$ cat src/sc2asc_pkg.sv
`default_nettype none

package sc2asc_pkg;

  localparam int unsigned KeyTableSizeDefault = 128;

  localparam logic [7:0] PREFIX_EXT = 8'hE0;
  localparam logic [6:0] KEY_LSHIFT = 7'h2A;
  localparam logic [6:0] KEY_RSHIFT = 7'h36;
  localparam logic [6:0] KEY_CAPS   = 7'h3A;
  localparam logic [6:0] LOWER_A    = 7'h61;
  localparam logic [6:0] LOWER_Z    = 7'h7A;
  localparam logic [6:0] UPPER_A    = 7'h41;
  localparam logic [6:0] UPPER_Z    = 7'h5A;
  localparam logic [6:0] CASE_DELTA = 7'd32;

  typedef logic [7:0] scan_byte_t;
  typedef logic [6:0] ascii_char_t;

  typedef struct packed {
    logic        emit;
    ascii_char_t ch;
    logic        shift_held;
    logic        caps_lock_on;
  } dec_res_t;

  function automatic ascii_char_t key_char(input logic [6:0] key, input logic shifted);
    ascii_char_t p;
    ascii_char_t s;
    p = 7'h00;
    s = 7'h00;
    case (key)
      7'd1:  begin p = 7'h1B; s = 7'h1B; end
      7'd2:  begin p = 7'h31; s = 7'h21; end
      7'd3:  begin p = 7'h32; s = 7'h40; end
      7'd4:  begin p = 7'h33; s = 7'h23; end
      7'd5:  begin p = 7'h34; s = 7'h24; end
      7'd6:  begin p = 7'h35; s = 7'h25; end
      7'd7:  begin p = 7'h36; s = 7'h5E; end
      7'd8:  begin p = 7'h37; s = 7'h26; end
      7'd9:  begin p = 7'h38; s = 7'h2A; end
      7'd10: begin p = 7'h39; s = 7'h28; end
      7'd11: begin p = 7'h30; s = 7'h29; end
      7'd12: begin p = 7'h2D; s = 7'h5F; end
      7'd13: begin p = 7'h3D; s = 7'h2B; end
      7'd14: begin p = 7'h08; s = 7'h08; end
      7'd15: begin p = 7'h09; s = 7'h09; end
      7'd16: begin p = 7'h71; s = 7'h51; end
      7'd17: begin p = 7'h77; s = 7'h57; end
      7'd18: begin p = 7'h65; s = 7'h45; end
      7'd19: begin p = 7'h72; s = 7'h52; end
      7'd20: begin p = 7'h74; s = 7'h54; end
      7'd21: begin p = 7'h79; s = 7'h59; end
      7'd22: begin p = 7'h75; s = 7'h55; end
      7'd23: begin p = 7'h69; s = 7'h49; end
      7'd24: begin p = 7'h6F; s = 7'h4F; end
      7'd25: begin p = 7'h70; s = 7'h50; end
      7'd26: begin p = 7'h5B; s = 7'h7B; end
      7'd27: begin p = 7'h5D; s = 7'h7D; end
      7'd28: begin p = 7'h0A; s = 7'h0A; end
      7'd30: begin p = 7'h61; s = 7'h41; end
      7'd31: begin p = 7'h73; s = 7'h53; end
      7'd32: begin p = 7'h64; s = 7'h44; end
      7'd33: begin p = 7'h66; s = 7'h46; end
      7'd34: begin p = 7'h67; s = 7'h47; end
      7'd35: begin p = 7'h68; s = 7'h48; end
      7'd36: begin p = 7'h6A; s = 7'h4A; end
      7'd37: begin p = 7'h6B; s = 7'h4B; end
      7'd38: begin p = 7'h6C; s = 7'h4C; end
      7'd39: begin p = 7'h3B; s = 7'h3A; end
      7'd40: begin p = 7'h27; s = 7'h22; end
      7'd41: begin p = 7'h60; s = 7'h7E; end
      7'd43: begin p = 7'h5C; s = 7'h7C; end
      7'd44: begin p = 7'h7A; s = 7'h5A; end
      7'd45: begin p = 7'h78; s = 7'h58; end
      7'd46: begin p = 7'h63; s = 7'h43; end
      7'd47: begin p = 7'h76; s = 7'h56; end
      7'd48: begin p = 7'h62; s = 7'h42; end
      7'd49: begin p = 7'h6E; s = 7'h4E; end
      7'd50: begin p = 7'h6D; s = 7'h4D; end
      7'd51: begin p = 7'h2C; s = 7'h3C; end
      7'd52: begin p = 7'h2E; s = 7'h3E; end
      7'd53: begin p = 7'h2F; s = 7'h3F; end
      7'd55: begin p = 7'h2A; s = 7'h2A; end
      7'd57: begin p = 7'h20; s = 7'h20; end
      default: begin p = 7'h00; s = 7'h00; end
    endcase
    return shifted ? s : p;
  endfunction

  function automatic ascii_char_t flip_case(input ascii_char_t c);
    ascii_char_t r;
    r = c;
    if (c >= LOWER_A && c <= LOWER_Z) begin
      r = c - CASE_DELTA;
    end else if (c >= UPPER_A && c <= UPPER_Z) begin
      r = c + CASE_DELTA;
    end
    return r;
  endfunction

endpackage

`default_nettype wire

$ cat src/sc2asc_if.sv
`default_nettype none

interface sc2asc_byte_if;
  logic                   valid;
  logic                   ready;
  sc2asc_pkg::scan_byte_t scan_byte;

  modport source (output valid, output scan_byte, input ready);
  modport sink (input valid, input scan_byte, output ready);
endinterface

interface sc2asc_char_if;
  logic                    valid;
  logic                    ready;
  sc2asc_pkg::ascii_char_t ascii_char;

  modport source (output valid, output ascii_char, input ready);
  modport sink (input valid, input ascii_char, output ready);
endinterface

`default_nettype wire

$ cat src/sc2asc_in_stage.sv
`default_nettype none

module sc2asc_in_stage (
  input  wire logic                   clk,
  input  wire logic                   rst_n,
  sc2asc_byte_if.sink                 in_chan,
  input  wire logic                   advance,
  output logic                        valid_o,
  output sc2asc_pkg::scan_byte_t      byte_o
);
  import sc2asc_pkg::*;

  logic       valid_r;
  logic       valid_nxt;
  scan_byte_t byte_r;
  logic       load;

  assign in_chan.ready = !valid_r || advance;
  assign load          = in_chan.valid && in_chan.ready;

  always_comb begin
    valid_nxt = valid_r;
    if (load) begin
      valid_nxt = 1'b1;
    end else if (advance) begin
      valid_nxt = 1'b0;
    end
  end

  always_ff @(posedge clk) begin
    if (!rst_n) begin
      valid_r <= 1'b0;
    end else begin
      valid_r <= valid_nxt;
    end
  end

  always_ff @(posedge clk) begin
    if (load) begin
      byte_r <= in_chan.scan_byte;
    end
  end

  assign valid_o = valid_r;
  assign byte_o  = byte_r;

endmodule

`default_nettype wire

$ cat src/sc2asc_decode.sv
`default_nettype none

module sc2asc_decode #(
  parameter int unsigned KEY_TABLE_SIZE = sc2asc_pkg::KeyTableSizeDefault
) (
  input  wire logic                   clk,
  input  wire logic                   rst_n,
  input  wire logic                   valid_i,
  input  wire sc2asc_pkg::scan_byte_t byte_i,
  input  wire logic                   advance,
  output sc2asc_pkg::dec_res_t        res_o
);
  import sc2asc_pkg::*;

  localparam logic [7:0] TableLimit = 8'(KEY_TABLE_SIZE);

  logic        shift_r;
  logic        shift_nxt;
  logic        caps_r;
  logic        caps_nxt;
  logic [6:0]  key;
  logic        release_bit;
  logic        is_shift;
  ascii_char_t ch;
  logic        emit;

  assign key         = byte_i[6:0];
  assign release_bit = byte_i[7];
  assign is_shift    = (key == KEY_LSHIFT) || (key == KEY_RSHIFT);

  always_comb begin
    shift_nxt = shift_r;
    caps_nxt  = caps_r;
    ch        = 7'h00;
    emit      = 1'b0;
    if (byte_i == PREFIX_EXT) begin
      emit = 1'b0;
    end else if (release_bit) begin
      if (is_shift) begin
        shift_nxt = 1'b0;
      end
    end else if (is_shift) begin
      shift_nxt = 1'b1;
    end else if (key == KEY_CAPS) begin
      caps_nxt = !caps_r;
    end else begin
      if ({1'b0, key} < TableLimit) begin
        ch = key_char(key, shift_r);
      end
      if (caps_r) begin
        ch = flip_case(ch);
      end
      emit = (ch != 7'h00);
    end
  end

  always_ff @(posedge clk) begin
    if (!rst_n) begin
      shift_r <= 1'b0;
      caps_r  <= 1'b0;
    end else if (advance) begin
      shift_r <= shift_nxt;
      caps_r  <= caps_nxt;
    end
  end

  assign res_o.emit         = valid_i && emit;
  assign res_o.ch           = ch;
  assign res_o.shift_held   = shift_r;
  assign res_o.caps_lock_on = caps_r;

endmodule

`default_nettype wire

$ cat src/sc2asc_out_stage.sv
`default_nettype none

module sc2asc_out_stage (
  input  wire logic                    clk,
  input  wire logic                    rst_n,
  input  wire logic                    load,
  input  wire sc2asc_pkg::ascii_char_t ch_i,
  output logic                         free_o,
  output logic                         valid_o,
  sc2asc_char_if.source                out_chan
);
  import sc2asc_pkg::*;

  logic        valid_r;
  logic        valid_nxt;
  ascii_char_t ch_r;

  assign free_o = !valid_r || out_chan.ready;

  always_comb begin
    valid_nxt = valid_r;
    if (load) begin
      valid_nxt = 1'b1;
    end else if (out_chan.ready) begin
      valid_nxt = 1'b0;
    end
  end

  always_ff @(posedge clk) begin
    if (!rst_n) begin
      valid_r <= 1'b0;
    end else begin
      valid_r <= valid_nxt;
    end
  end

  always_ff @(posedge clk) begin
    if (load) begin
      ch_r <= ch_i;
    end
  end

  assign out_chan.valid      = valid_r;
  assign out_chan.ascii_char = ch_r;
  assign valid_o             = valid_r;

endmodule

`default_nettype wire

$ cat src/scancode_to_ascii_decoder_core.sv
`default_nettype none

// Set 1 scan code to ASCII decoder, US layout. Takes one scan byte per cycle and returns
// at most one character per byte. Each byte passes through the input register, then
// its character through the result register. Shift and caps lock state live in the
// decode stage and update as each byte leaves the input register. Bytes that give no
// character (prefix, releases, modifiers, keys with no symbol) leave without needing
// the result register, so input ready drops only while a character is held by a stalled
// sink and the byte behind it also yields a character.
module scancode_to_ascii_decoder_core #(
  parameter int unsigned KEY_TABLE_SIZE = sc2asc_pkg::KeyTableSizeDefault
) (
  input  wire logic     clk,
  input  wire logic     rst_n,
  sc2asc_byte_if.sink   in_chan,
  sc2asc_char_if.source out_chan
);
  import sc2asc_pkg::*;

  logic       s1_valid;
  scan_byte_t s1_byte;
  logic       s1_advance;
  logic       out_free;
  logic       out_valid;
  dec_res_t   res;

  sc2asc_in_stage u_in (
    .clk     (clk),
    .rst_n   (rst_n),
    .in_chan (in_chan),
    .advance (s1_advance),
    .valid_o (s1_valid),
    .byte_o  (s1_byte)
  );

  sc2asc_decode #(
    .KEY_TABLE_SIZE (KEY_TABLE_SIZE)
  ) u_dec (
    .clk     (clk),
    .rst_n   (rst_n),
    .valid_i (s1_valid),
    .byte_i  (s1_byte),
    .advance (s1_advance),
    .res_o   (res)
  );

  assign s1_advance = s1_valid && (!res.emit || out_free);

  sc2asc_out_stage u_out (
    .clk      (clk),
    .rst_n    (rst_n),
    .load     (s1_advance && res.emit),
    .ch_i     (res.ch),
    .free_o   (out_free),
    .valid_o  (out_valid),
    .out_chan (out_chan)
  );

  a_release_silent: assert property (@(posedge clk) disable iff (!rst_n)
    s1_valid && s1_byte[7] |-> !res.emit)
    else $error("release byte produced a character");

  a_caps_toggle: assert property (@(posedge clk) disable iff (!rst_n)
    s1_advance && s1_byte == {1'b0, KEY_CAPS} |=> res.caps_lock_on != $past(res.caps_lock_on))
    else $error("caps lock make did not toggle");

  a_shift_release: assert property (@(posedge clk) disable iff (!rst_n)
    s1_advance && s1_byte[7] && (s1_byte[6:0] == KEY_LSHIFT || s1_byte[6:0] == KEY_RSHIFT)
    |=> !res.shift_held)
    else $error("shift release did not clear shift");

  a_stall_cause: assert property (@(posedge clk) disable iff (!rst_n)
    !in_chan.ready |-> s1_valid && out_valid && !out_chan.ready && res.emit)
    else $error("input stalled without a blocked result");

endmodule

`default_nettype wire
$ cat src/flat_wrapper.sv
// flat-port wrapper written by rule: the top's interface ports become plain ports
module scancode_to_ascii_decoder_core_flat import sc2asc_pkg::*;
#(
  parameter int unsigned KEY_TABLE_SIZE = sc2asc_pkg::KeyTableSizeDefault
)
  (clk, rst_n, in_chan_valid, in_chan_scan_byte, in_chan_ready, out_chan_valid, out_chan_ascii_char, out_chan_ready);
  sc2asc_byte_if in_chan_i ();
  sc2asc_char_if out_chan_i ();
  input  wire logic clk;
  input  wire logic rst_n;
  input wire logic [$bits(in_chan_i.valid)-1:0] in_chan_valid;
  input wire logic [$bits(in_chan_i.scan_byte)-1:0] in_chan_scan_byte;
  output wire logic [$bits(in_chan_i.ready)-1:0] in_chan_ready;
  output wire logic [$bits(out_chan_i.valid)-1:0] out_chan_valid;
  output wire logic [$bits(out_chan_i.ascii_char)-1:0] out_chan_ascii_char;
  input wire logic [$bits(out_chan_i.ready)-1:0] out_chan_ready;
  assign in_chan_i.valid = in_chan_valid;
  assign in_chan_i.scan_byte = in_chan_scan_byte;
  assign in_chan_ready = in_chan_i.ready;
  assign out_chan_valid = out_chan_i.valid;
  assign out_chan_ascii_char = out_chan_i.ascii_char;
  assign out_chan_i.ready = out_chan_ready;
  scancode_to_ascii_decoder_core #(.KEY_TABLE_SIZE(KEY_TABLE_SIZE)) u_core (.clk(clk), .rst_n(rst_n), .in_chan(in_chan_i), .out_chan(out_chan_i));
endmodule
$ cat config.mk
export PLATFORM = sky130hd
export DESIGN_NAME = scancode_to_ascii_decoder_core_flat
export DESIGN_NICKNAME = d
export VERILOG_FILES = /design/src/sc2asc_pkg.sv /design/src/sc2asc_if.sv /design/src/sc2asc_in_stage.sv /design/src/sc2asc_decode.sv /design/src/sc2asc_out_stage.sv /design/src/scancode_to_ascii_decoder_core.sv /design/src/flat_wrapper.sv
export SDC_FILE = /design/constraint.sdc
export NUM_CORES = 1
export LEC_CHECK = 0
export BUFFER_PORTS_ARGS = -buffer_cell sky130_fd_sc_hd__buf_4
export CAP_MARGIN = 20
export CORE_MARGIN = 4
export CORE_UTILIZATION = 35
export CTS_BUF_LIST = sky130_fd_sc_hd__clkbuf_4
export CTS_CLUSTER_DIAMETER = 200
export CTS_CLUSTER_SIZE = 10
export DETAILED_ROUTE_END_ITERATION = 8
export GPL_TIMING_DRIVEN = 0
export SYNTH_ARGS = -nofsm -noshare
export SYNTH_HDL_FRONTEND = slang
export SYNTH_HIERARCHICAL = 1
export SYNTH_SLANG_ARGS = --single-unit
$ cat constraint.sdc
create_clock -name clk -period 5.5 [get_ports clk]
set_clock_uncertainty 0.15 [all_clocks]
set_input_delay 1.65 -clock clk [delete_from_list [all_inputs] [get_ports clk]]
set_output_delay 1.65 -clock clk [all_outputs]
set_load 0.02 [all_outputs]
# After elaboration in Yosys (flattened, before gate mapping)
# Memory sizes are Yosys's and may differ from the RTL's. A register that Yosys moved wholly into a read port is not among the register bits.
# Index checks and enable logic that the tools add are counted.
dict set report totals {
  regBits 19
  rom_bits 896
  in_bits 12
  memories 1
}
# name words word_bits read_ports rd_ports_with_merged_regs wr line
set mem_list {}
lappend mem_list {{(name not given)} 64 14 1 1 0 sc2asc_pkg.sv:32} ;# case (key)
dict set report op_classes {
  add_sub_neg 2
  magnitude_cmp 4
  n_eq_ne 4
  mux 25
  bitwise 3
  reduce_logical 20
}
# op count
set ops {}
lappend ops {{$mux W7} 12}
lappend ops {{$eq A7 B6 Y1 const B} 3}
lappend ops {{$ge A7 B7 Y1 const B} 2}
lappend ops {{$le A7 B7 Y1 const B} 2}
lappend ops {{$mux W14} 1}
lappend ops {{$mux W1} 11}
lappend ops {{$eq A8 B8 Y1 const B} 1}
lappend ops {{$add A7 B6 Y7 const B} 1}
lappend ops {{$reduce_bool A7 Y1} 1}
lappend ops {{$sub A7 B6 Y7 const B} 1}
lappend ops {{$logic_and A1 B1 Y1} 6}
lappend ops {{$mux W6} 1}
lappend ops {{$reduce_and A5 Y1} 1}
lappend ops {{$logic_not A1 Y1} 4}
lappend ops {{$logic_or A1 B1 Y1} 4}
lappend ops {{$reduce_bool A2 Y1} 2}
lappend ops {{$reduce_or A4 Y1} 1}
lappend ops {{$not A1 Y1} 3}
lappend ops {{$reduce_and A3 Y1} 1}

# Longest topological paths before layout
# Gate-level depths: netlist of the first run.
dict set report logic_depth {
  word_depth 27
  depth_mapped 21
  mapped_depth_nobuf 19
}

# Hierarchy
# Netlist of the first run, hierarchy kept.
# module instances cells_per_inst area_each_um2 seq_area_each_um2
set modules_own_cells {}
lappend modules_own_cells {sc2asc_decode 1 254 1757.9 40.0}
lappend modules_own_cells {sc2asc_in_stage 1 13 297.8 260.2}
lappend modules_own_cells {sc2asc_out_stage 1 12 266.5 230.2}
lappend modules_own_cells {scancode_to_ascii_decoder_core 1 3 18.8 0.0}

# Least setup slack after synthesis of the first run
# Ideal clock, no wire load.
dict set report synth_timing {
  path_type {reg2out}
  from {reg u_core.u_in.byte_r[1], in the netlist u_core/u_in/byte_o[1]}
  to {out in_chan_ready}
  t_arrival_ns 3.776
  setup_slack_ns -0.076
  stages_incl_launch_ff 16
  n_path_buf 2
  path_cell_list {edfxtp_1 > buf_2 > inv_1 > ha_1 > clkbuf_1 > mux4_2 > a311oi_2 > o211ai_2 > and3_4 > a31oi_1 > o22a_2 > and4b_1 > nor4_2 > a211oi_1 > a21boi_1 > nand2b_4}
}
# item line
set synth_rtl {}
lappend synth_rtl {{start: declaration} sc2asc_in_stage.sv:15} ;# scan_byte_t byte_r;
lappend synth_rtl {{start signal: assignment} sc2asc_in_stage.sv:40} ;# byte_r <= in_chan.scan_byte;
lappend synth_rtl {{end: declaration} flat_wrapper.sv:13} ;# output wire logic [$bits(in_chan_i.ready)-1:0] in_chan_ready;

==> results.md, run 1 <==
- Outcome: complete, but fails checks
- Failing checks: negative setup slack
- Slew margin rel.: 58.05%
- Crit Path Class: flip-flop to output pin
- WHS Endpoint: u_core/u_out/out_chan.valid
- Unrepaired setup endpoints after global routing: yes
- ANT cells: 0
- Met3 Routed Length: 766 um
- Worst r2r src: u_core/u_in/byte_o[0]
- Starting DRC count in detailed routing: 408
- H-tree levels: 1
- Clock-pin slew of the registers on the worst-case setup and hold paths: 0.11 ns
- Max-cap violations: 0
- Num rows: 29
- Final period util: 105.2%
- DIE AREA: 0.007991 mm2
- P_leak: 1.190 nW
- Largest net degree at the start of global routing: 13
- # DRC: 0
- I/O pin count: 21
- CP required: 3.70 ns
- CTS Hold Buffers Added: 0
- Hold-critical path depth: 2
- Reg2reg end: u_core/u_dec/caps_r
- DP Wirelength: 4917 um
- Synth Net Count: 305
- Tmin final: 5.787 ns
- DR top layer: met4
- Critical path arrival: 3.99 ns
- Dpl ws: -0.7477 ns
- Routed via count: 2558
- Syn Inst Count: 279
- Antenna viol nets, final: 0
- Wirelength, routed: 7604 um
- VDD IR-drop max: 0.1626 mV
- Hold WS: 0.3597 ns
- Share of post-route cells with drive strength above 1: 37.50%
- Routed vias/inst: 6.194
- Final setup vio count: 1
- Mapped Area: 0.002318 mm2
- GRT Overall Usage: 19.61%
- Max Root-Sink Buffers: 2
- Slew Limit Fails: 0
- CTS tree: done
- HP Start: u_core/u_out/out_chan.valid
- Least-Margin Pin Slew: 0.6292 ns
- Worst hold path class: flip-flop to flip-flop
- Die Y-Extent: 89.39 um
- GPL Wtd Cong: 1.014
- Total grt overflow: 0
- Drt first pass iters: 5
- Initial antenna violation count: 0
- Clock latency on the worst-skew pair: 0.30 ns
- Max Fclk: 0.1728 GHz
- Worst-path fanout max: 5
- CP Capture Type: output pin
- Die width: 89.39 um
- Starting Density: 36.30%
- Port-buffer cells: 20
- Worst r2r path cells: 27
- Avg Inst Size Synth: 8.310 um2
- P per Cell Area: 154.7 mW/mm2
- Root buf cell: clkbuf_4
- Core area: 0.006386 mm2
- Final worst slack: -0.2872 ns
- Wire length on met2: 3421 um
- Yosys warns: 6
- Num CTS Buffers: 3
- Sink Count: 19
- Reg2Reg Setup Slack: 0.37 ns
- M1 wire length: 3078 um
- Final Hold Fails: 0
- Area growth from synthesis to layout: 29.03%
- Crit start category: flip-flop
- Nets: 363
- First-pass GRT wire length: 12160 um
- WL/cell: 18.41 um
- Vias in the first global route: 2435
-- flip-flops by register name, summed over array words and instances (netlist names) --
name	count
u_core/u_in/byte_o	8
u_core/u_out/out_chan.valid	1
u_core/u_in/valid_o	1
u_core/u_dec/shift_r	1
u_core/u_out/out_chan.ascii_char	7
u_core/u_dec/caps_r	1
-- layer usage --
metal  vias up  global-route usage, %
met4         0                  7.172
met5         -                      0
met3        49                  4.700
li1       1158                      -
met2       184                  32.15
met1      1167                  25.00
-- worst max-delay path by stage --
stage / startpoint / to
2_1_floorplan: u_core/u_in/byte_o[0] / in_chan_ready
3_3_place_gp: u_core/u_in/byte_o[1] / in_chan_ready
3_5_place_dp: u_core/u_in/byte_o[1] / in_chan_ready
4_1_cts: u_core/u_in/byte_o[0] / in_chan_ready
5_1_grt: u_core/u_in/byte_o[0] / in_chan_ready
6_report: u_core/u_in/byte_o[0] / in_chan_ready
-- area by class of cell --
type / instances / area, um2
Tap cell: 77 / 96.34
Clock inverter: 1 / 7.507
Timing Repair Buffer: 54 / 412.9
Inverter: 17 / 70.07
Fill cell: 613 / 3395
Multi-Input combinational cell: 219 / 1685
Sequential cell: 19 / 530.5
Clock buffer: 3 / 22.52
Buffer: 23 / 166.4
-- report_power, final --
group          total [W]  leakage, nW  switching [W]  internal, W
Sequential      0.000165        0.170     0.00000350     0.000162
Combinational   0.000225         1.01       0.000121     0.000104
Clock          0.0000728       0.0139      0.0000451    0.0000277
-- timing repair --
item                       CTS  global route
resized for setup           28             9
gates cloned                 0             0
setup buffers               32             2
pin swaps                   13             8
setup endpoints to repair    1             1
-- stage by stage --
stage	cell area [um2]	util [%]	setup TNS, ns	instances	power, W
after global routing	2992	46.85	-0.5054	413	0.0004889
after floorplan	2321	-	0	279	0.0002896
final	2992	46.85	-0.2872	413	0.0004628
after detailed placement	2567	40.20	-0.7477	376	0.0003333
after global placement	2567	40.20	-0.7818	376	0.0003341
after CTS	2937	45.98	-0.1972	411	0.0004494
-- worst max-delay path, cell delays in order, from the launching register on --
cell and delay, ns:
edfxtp_1 0.44, buf_6 0.14, clkinvlp_4 0.14, ha_4 0.30, mux4_2 0.48, a311oi_2 0.27, o211ai_2 0.20, buf_4 0.19
buf_4 0.12, and4b_1 0.17, o32a_1 0.19, and4b_1 0.21, nor4_4 0.29, a211oi_2 0.12, a21boi_2 0.15, nand2b_4 0.15
buf_6 0.11
-- placed cells by master (no fill, tap or decap), types with 5 or more instances in the layout --
master / instances
a21oi_1: 8
a31oi_1: 5
buf_2: 7
buf_4: 58
buf_6: 8
edfxtp_1: 15
ha_1: 9
inv_1: 12
nand2_1: 17
nand2b_1: 9
nand3_1: 10
nor2_1: 23
nor2b_1: 12
nor3_1: 5
o21ai_0: 12
No activity file was read; power rests on OpenSTA's default activity.
==> run 2, diff against run 1 <==
--- a/config.mk
+++ b/config.mk
@@ -16,5 +16,4 @@
 export GPL_TIMING_DRIVEN = 0
 export SYNTH_ARGS = -nofsm -noshare
 export SYNTH_HDL_FRONTEND = slang
-export SYNTH_HIERARCHICAL = 1
 export SYNTH_SLANG_ARGS = --single-unit
==> results.md, run 2 <==
- Outcome: finished clean
- Yosys warns: 0 (-6)
- Routed via count: 2871 (+12%)
- Routed vias/inst: 6.019 (-2.8%)
- P_leak: 1.245 nW (+4.6%)
- Worst r2r path cells: 21 (-22%)
- Sink Count: 33 (+14)
- Post-synth cell types: 66
- Utilization after layout: 40.96% (-5.9 points)
- Initial antenna violation count: 0 (unchanged)
- Least-Margin Pin Slew: 1.013 ns (+0.3843 ns)
- Antenna viol nets, final: 0 (unchanged)
- CTS Hold Buffers Added: 0 (unchanged)
- Post-synthesis compound-gate area fraction: 29.24%
- # DRC: 0 (unchanged)
- Async set-or-reset flop fraction in the synthesized netlist: 0%
- Final Hold Fails: 0 (unchanged)
- Critical path arrival: 3.33 ns (-0.66 ns)
- Setup Fix Bufs, Post-CTS: 0 (-100%)
- Nets: 400 (+10%)
- Total grt overflow: 0 (unchanged)
- Final setup vio count: 0 (-1)
- Vias in the first global route: 2760 (+13%)
- Largest family of logic cells by synthesized area: compound AO/OA/AOI/OAI gates
- Ys flop type: dfxtp_1
- GRT Overall Usage: 16.83% (-2.8 points)
- #FFs+latches synth: 33
- Area growth from synthesis to layout: 12.28%
- DIE AREA: 0.009690 mm2 (+21%)
- Synth Net Count: 372 (+22%)
- Clock-pin slew of the registers on the worst-case setup and hold paths: 0.10 ns (about the same)
- Sequential element share of the synthesized area: 28.32%
- Mux contribution to synthesized area: 8.086%
- I/O pin count: 21 (unchanged)
- Starting Density: 36.48% (+0.17 points)
- Num rows: 32 (+10%)
- Worst hold path class: flip-flop to flip-flop
- DP Wirelength: 6133 um (+25%)
- Crit Path Class: flip-flop to output pin
- Adder-Cell Fraction of Synth Area: 6.119%
- Avg Inst Size Synth: 8.274 um2 (-0.43%)
- Commonest cells post-synth: 36 x nand2_1, 29 x nor2_1, 28 x a21oi_1, 18 x dfxtp_1, 16 x mux2i_1
- Fillers: 809 (+32%)
- Max Root-Sink Buffers: 2 (unchanged)
- Final period util: 93.28% (-12 points)
- Area leader, netlist: edfxtp_1
- Wirelength, routed: 8237 um (+8.3%)
- Largest net degree at the start of global routing: 18 (+5)
- Drt first pass iters: 5 (unchanged)
- Crit start category: flip-flop
- Most common cell in the synthesized netlist: nand2_1
- Leading cell types in the layout, fill and taps excluded: 36 x nand2_1, 29 x nor2_1, 28 x a21oi_1, 25 x buf_4, 18 x dfxtp_1
- H-tree levels: 2 (+1)
- CP required: 3.70 ns (about the same)
- Max-cap violations: 0 (unchanged)
- Die width: 98.44 um (+10%)
- Worst r2r src: u_core.u_dec.shift_r
- ANT cells: 0 (unchanged)
- First-pass GRT wire length: 13470 um (+11%)
- GPL Wtd Cong: 1.021 (+0.67%)
- Post-synth EDFFs: 15
- Die Y-Extent: 98.44 um (+10%)
- XOR/XNOR Fraction of Synth Area: 0.9178%
- Slew Limit Fails: 0 (unchanged)
- Slew margin rel.: 30.50% (-28 points)
- DP Area: 0.003148 mm2 (+23%)
- End point of the critical path: in_chan_ready
- WL/cell: 17.27 um (-6.2%)
- Crit path from: u_core.u_dec.shift_r
- CTS tree: done
- Unrepaired setup endpoints after global routing: no
- Post-CTS Resized: 0 (-100%)
- Starting DRC count in detailed routing: 199 (-51%)
- Mapped Area: 0.002863 mm2 (+23%)
- Tmin final: 5.130 ns (-0.6567 ns)
- Worst-path fanout max: 10 (+5)
- VDD IR-drop max: 0.07111 mV (-56%)
- Largest cells by area after synthesis: edfxtp_1 16%, dfxtp_1 13%, ha_1 6.1%, mux2i_1 5.6%, a21oi_1 4.9%
- Core area: 0.007848 mm2 (+23%)
- Root buf cell: clkbuf_4
- Num CTS Buffers: 5 (+2)
- Synth Area in Simple Gates: 20.45%
- Max Fclk: 0.1949 GHz (+13%)
- Clock latency on the worst-skew pair: 0.32 ns (+0.02 ns)
- Share of post-route cells with drive strength above 1: 18.40% (-19 points)
- CP Capture Type: output pin
- Design area: 0.003214 mm2 (+7.4%)
- Most common cell after layout, fill and taps aside: nand2_1
- Reg2Reg Setup Slack: 0.39 ns (+0.02 ns)
- P per Cell Area: 251.3 mW/mm2 (+62%)
- Syn Inst Count: 346 (+24%)
- Share of the synthesized area in the top cell type: 15.73%
- Port-buffer cells: 20 (unchanged)
## run 2: area by class of cell
cell class / instances / area [um2] / area share (%)
multi-input cells: 276 / 1866 / 58.04
flip-flops and latches: 33 / 810.8 / 25.22
repair buffers: 21 / 157.7 / 4.905
plain buffers: 26 / 153.9 / 4.788
well taps: 102 / 127.6 / 3.970
clock buffers: 7 / 52.55 / 1.635
inverters: 11 / 42.54 / 1.323
clock inverters: 1 / 3.754 / 0.1168
## run 2: critical path, cell delays in order (launching register included)
cell and delay, ns:
dfxtp_1 0.36, buf_4 0.18, buf_4 0.20, mux2i_1 0.19
or2_2 0.12, buf_2 0.18, inv_1 0.06, ha_1 0.26
and3_1 0.17, a211o_1 0.33, o311a_1 0.14, a311oi_1 0.37
a311oi_2 0.20, nand2_1 0.10, buf_4 0.14
## run 2: routing by layer
| metal | vias up | wire length [um] | track usage, % |
|---|---|---|---|
| met5 | - | 0 | 0 |
| met4 | 0 | 260 | 8.718 |
| met3 | 30 | 707 | 3.185 |
| met2 | 147 | 3762 | 26.47 |
| met1 | 1331 | 3507 | 21.94 |
| li1 | 1363 | - | - |
## run 2: kinds of logic (layout without fill, tap and decap cells)
kind of cell,after synthesis,in the layout
AO/OA/AOI/OAI,119,119
XOR/XNOR,3,3
buffers and inverters,37,66
adder cells (fa/ha/maj),14,14
flip-flops,33,33
AND/OR/NAND/NOR,119,119
multiplexers,21,21
## run 2: worst min path at each step
stage / from / slack [ns] / depth (start not counted) / endpoint
CTS: u_core.u_in.byte_o[7] / 0.37 / 1 / u_core.u_dec.shift_r
global placement: u_core.u_in.byte_o[7] / 0.35 / 1 / u_core.u_dec.shift_r
detailed placement: u_core.u_in.byte_o[7] / 0.36 / 1 / u_core.u_dec.shift_r
finish: u_core.u_in.byte_o[7] / 0.38 / 1 / u_core.u_dec.shift_r
floorplan: u_core.u_in.byte_o[7] / 0.31 / 1 / u_core.u_dec.shift_r
global route: u_core.u_in.byte_o[7] / 0.40 / 1 / u_core.u_dec.shift_r
## run 2: per-stage QoR
step,total power (W),TNS [ns],hold slack [ns],instances,setup slack [ns]
after floorplan,0.0005695,0,0.3116,346,0.9244
after global placement,0.0006631,-0.2945,0.3506,468,-0.1332
after detailed placement,0.0006649,0,0.3588,469,0.3218
after CTS,0.0008031,0,0.3748,477,0.2665
after global routing,0.0008589,0,0.4037,477,0.04698
final,0.0008077,0,0.3767,477,0.3695
## run 2: where the power goes
part           internal [W]  switching, W  total (W)
clock network     0.0000593     0.0000763   0.000136
registers          0.000294     0.0000274   0.000321
logic              0.000135      0.000216   0.000351
==> run 3, diff against run 2 <==
--- a/config.mk
+++ b/config.mk
@@ -7,13 +7,16 @@
 export LEC_CHECK = 0
 export BUFFER_PORTS_ARGS = -buffer_cell sky130_fd_sc_hd__buf_4
 export CAP_MARGIN = 20
+export CELL_PAD_IN_SITES_DETAIL_PLACEMENT = 1
+export CELL_PAD_IN_SITES_GLOBAL_PLACEMENT = 2
 export CORE_MARGIN = 4
-export CORE_UTILIZATION = 35
-export CTS_BUF_LIST = sky130_fd_sc_hd__clkbuf_4
+export CORE_UTILIZATION = 34
+export CTS_BUF_LIST = sky130_fd_sc_hd__clkbuf_2 sky130_fd_sc_hd__clkbuf_4 sky130_fd_sc_hd__clkbuf_8
 export CTS_CLUSTER_DIAMETER = 200
 export CTS_CLUSTER_SIZE = 10
 export DETAILED_ROUTE_END_ITERATION = 8
 export GPL_TIMING_DRIVEN = 0
+export PLACE_DENSITY_LB_ADDON = 0.1
 export SYNTH_ARGS = -nofsm -noshare
 export SYNTH_HDL_FRONTEND = slang
 export SYNTH_SLANG_ARGS = --single-unit
==> results.md, run 3 (synthesis gave the netlist of run 2 again) <==
- Largest net degree at the start of global routing: 18 (unchanged)
- Leading cell types in the layout, fill and taps excluded: 36 x nand2_1, 29 x nor2_1, 28 x a21oi_1, 26 x buf_4, 18 x dfxtp_1
- Root buf cell: clkbuf_8
- Final period util: 93.69% (+0.40 points)
- Outcome: finished clean
- Total grt overflow: 0 (unchanged)
- Worst-path fanout max: 10 (unchanged)
- Worst hold path class: flip-flop to flip-flop
- Non-filler cells, final: 481 (+0.84%)
- Share of post-route cells with drive strength above 1: 18.35% (-0.049 points)
- CTS tree: done
- Total Power: 0.0008725 W (+8.0%)
- P per Cell Area: 267.7 mW/mm2 (+6.5%)
- Crit Path Class: flip-flop to output pin
- Hold WS: 0.3640 ns (-0.01278 ns)
- Slew margin rel.: 53.12% (+23 points)
- Utilization after layout: 39.67% (-1.3 points)
- First-pass GRT wire length: 15430 um (+15%)
- P_leak: 1.265 nW (+1.6%)
- Clock-pin slew of the registers on the worst-case setup and hold paths: 0.07 ns (-0.03 ns)
- Vias in the first global route: 2850 (+3.3%)
- Psw: 0.0003352 W (+5.0%)
- Max incr delay on CP: 0.55 ns (+0.18 ns)
- Clock latency on the worst-skew pair: 0.28 ns (-0.04 ns)
- Unrepaired setup endpoints after global routing: no
- CP required: 3.70 ns (about the same)
- Initial antenna violation count: 0 (unchanged)
- Placed Cells: 472 (+0.64%)
- Num CTS Buffers: 5 (unchanged)
- Final setup vio count: 0 (unchanged)
- Worst path most repeated cell: buf_4
- Wirelength, routed: 9514 um (+16%)
- Wire length on met2: 4799 um (+28%)
- Drt first pass iters: 4 (-1)
- VDD IR-drop max: 0.07046 mV (-0.90%)
- Core area: 0.008217 mm2 (+4.7%)
- ANT cells: 0 (unchanged)
- # DRC: 0 (unchanged)
- DIE AREA: 0.009952 mm2 (+2.7%)
- Worst path top cell family by delay: compound AO/OA/AOI/OAI gates
- Clock network power share: 21.9% (+5.1 points)
- Logic pwr share: 41.1% (-2.3 points)
- Worst r2r src: u_core.u_dec.shift_r
- Critical-path top delay cell: a311oi_1
- CTS Hold Buffers Added: 0 (unchanged)
- Routed via count: 2831 (-1.4%)
- Routed vias/inst: 5.886 (-2.2%)
- Internal: 0.0005373 W (+10%)
- Max Fclk: 0.1941 GHz (-0.43%)
- CP cell instances: buf_4 > buf_4 > mux2i_1 > or2_2 > buf_2 > inv_1 > ha_1 > and3_1 > a211o_1 > o22ai_1 > a311oi_1 > a311oi_1 > nand2_1 > buf_4
- Die width: 99.76 um (+1.3%)
- WL/cell: 19.78 um (+15%)
- Seq pwr share: 37.0% (-2.8 points)
- Slew Limit Fails: 0 (unchanged)
- Met3 Routed Length: 362 um (-49%)
- Critical path arrival: 3.35 ns (+0.02 ns)
- CP Capture Type: output pin
- M1 wire length: 4191 um (+20%)
- End point of the critical path: in_chan_ready
- Max-cap violations: 0 (unchanged)
- Starting Density: 34.84% (-1.6 points)
- Area growth from synthesis to layout: 13.86%
- CP bufs+invs: 5 (unchanged)
- Max Root-Sink Buffers: 2 (unchanged)
- Setup tns final: 0 ns (unchanged)
- Crit path from: u_core.u_dec.shift_r
- Die Y-Extent: 99.76 um (+1.3%)
- Crit start category: flip-flop
- Sw frac: 38.42% (-1.1 points)
- Port-buffer cells: 20 (unchanged)
- Worst path depth: 14 (unchanged)
- Starting DRC count in detailed routing: 115 (-42%)
- DR top layer: met4
- GPL Wtd Cong: 0.8982 (-12%)
- Most common cell after layout, fill and taps aside: nand2_1
- Least-Margin Pin Slew: 0.7018 ns (-0.3117 ns)
- Tmin final: 5.153 ns (+0.02226 ns)
- Antenna viol nets, final: 0 (unchanged)
- Sink Count: 33 (unchanged)
- H-tree levels: 2 (unchanged)
- Reg2Reg Setup Slack: 0.49 ns (+0.10 ns)
- Nets: 401 (+0.25%)
- DP Wirelength: 7352 um (+20%)
- GRT Overall Usage: 19.60% (+2.8 points)
- Final Hold Fails: 0 (unchanged)
- I/O pin count: 21 (unchanged)
- Num rows: 33 (+3.1%)
- Worst r2r path cells: 21 (unchanged)
## run 3: metrics by stage
step	setup slack, ns	cell area [um2]
CTS	0.2956	3248
global route	0.02266	3259
floorplan	0.9244	2863
finish	0.3473	3259
global placement	-0.3343	3144
detailed placement	0.3514	3152
## run 3: timing repair
item / CTS / global route
setup endpoints to repair: 0 / 1
resized for setup: 0 / 1
endpoints found under the hold margin: 0 / 0
setup buffers: 0 / 0
## run 3: how the worst min path moves through the flow
stage	start	end	cells after the start
6_report	u_core.u_in.byte_o[7]	u_core.u_dec.shift_r	1
5_1_grt	u_core.u_in.byte_o[7]	u_core.u_dec.shift_r	1
4_1_cts	u_core.u_in.byte_o[7]	u_core.u_dec.shift_r	1
3_5_place_dp	u_core.u_in.byte_o[7]	u_core.u_dec.shift_r	1
3_3_place_gp	u_core.u_in.byte_o[7]	u_core.u_dec.shift_r	1
2_1_floorplan	u_core.u_in.byte_o[7]	u_core.u_dec.shift_r	1
## run 3: metal layers
metal	GRT usage, %	up-vias
li1	-	1361
met1	24.37	1389
met4	5.987	0
met3	2.174	12
met5	0	-
met2	35.25	69
## run 3: power by group through the flow
stage	Combinational (W)	Sequential [W]	Clock, W
3_3_place_gp	0.000351	0.000327	0
6_report	0.000358	0.000323	0.000191
2_1_floorplan	0.000247	0.000323	0
5_1_grt	0.000392	0.000328	0.000214
4_1_cts	0.000354	0.000323	0.000200
3_5_place_dp	0.000352	0.000328	0
## run 3: cell type report
cell class / instances / area (um2)
fill: 1006 / 4957
inverter: 11 / 42.54
tap: 105 / 131.4
buffer: 26 / 153.9
clock inverter: 1 / 6.256
multi-input combinational: 276 / 1859
sequential: 33 / 810.8
clock buffer: 7 / 90.09
timing repair buffer: 22 / 165.2
## run 3: worst reg2reg max path, stage by stage (launching register included)
cell	delay (ns)
dfxtp_1	0.33
buf_4	0.17
buf_4	0.20
mux2i_1	0.09
or2_2	0.26
buf_2	0.17
inv_1	0.07
ha_1	0.27
and4_1	0.22
o21ai_1	0.08
xnor2_1	0.25
a32o_1	0.24
buf_6	0.15
buf_6	0.16
mux2i_1	0.32
buf_4	0.25
inv_1	0.19
ha_1	0.24
clkbuf_1	0.26
a211oi_2	0.36
o21ai_1	0.13
a222oi_1	0.34
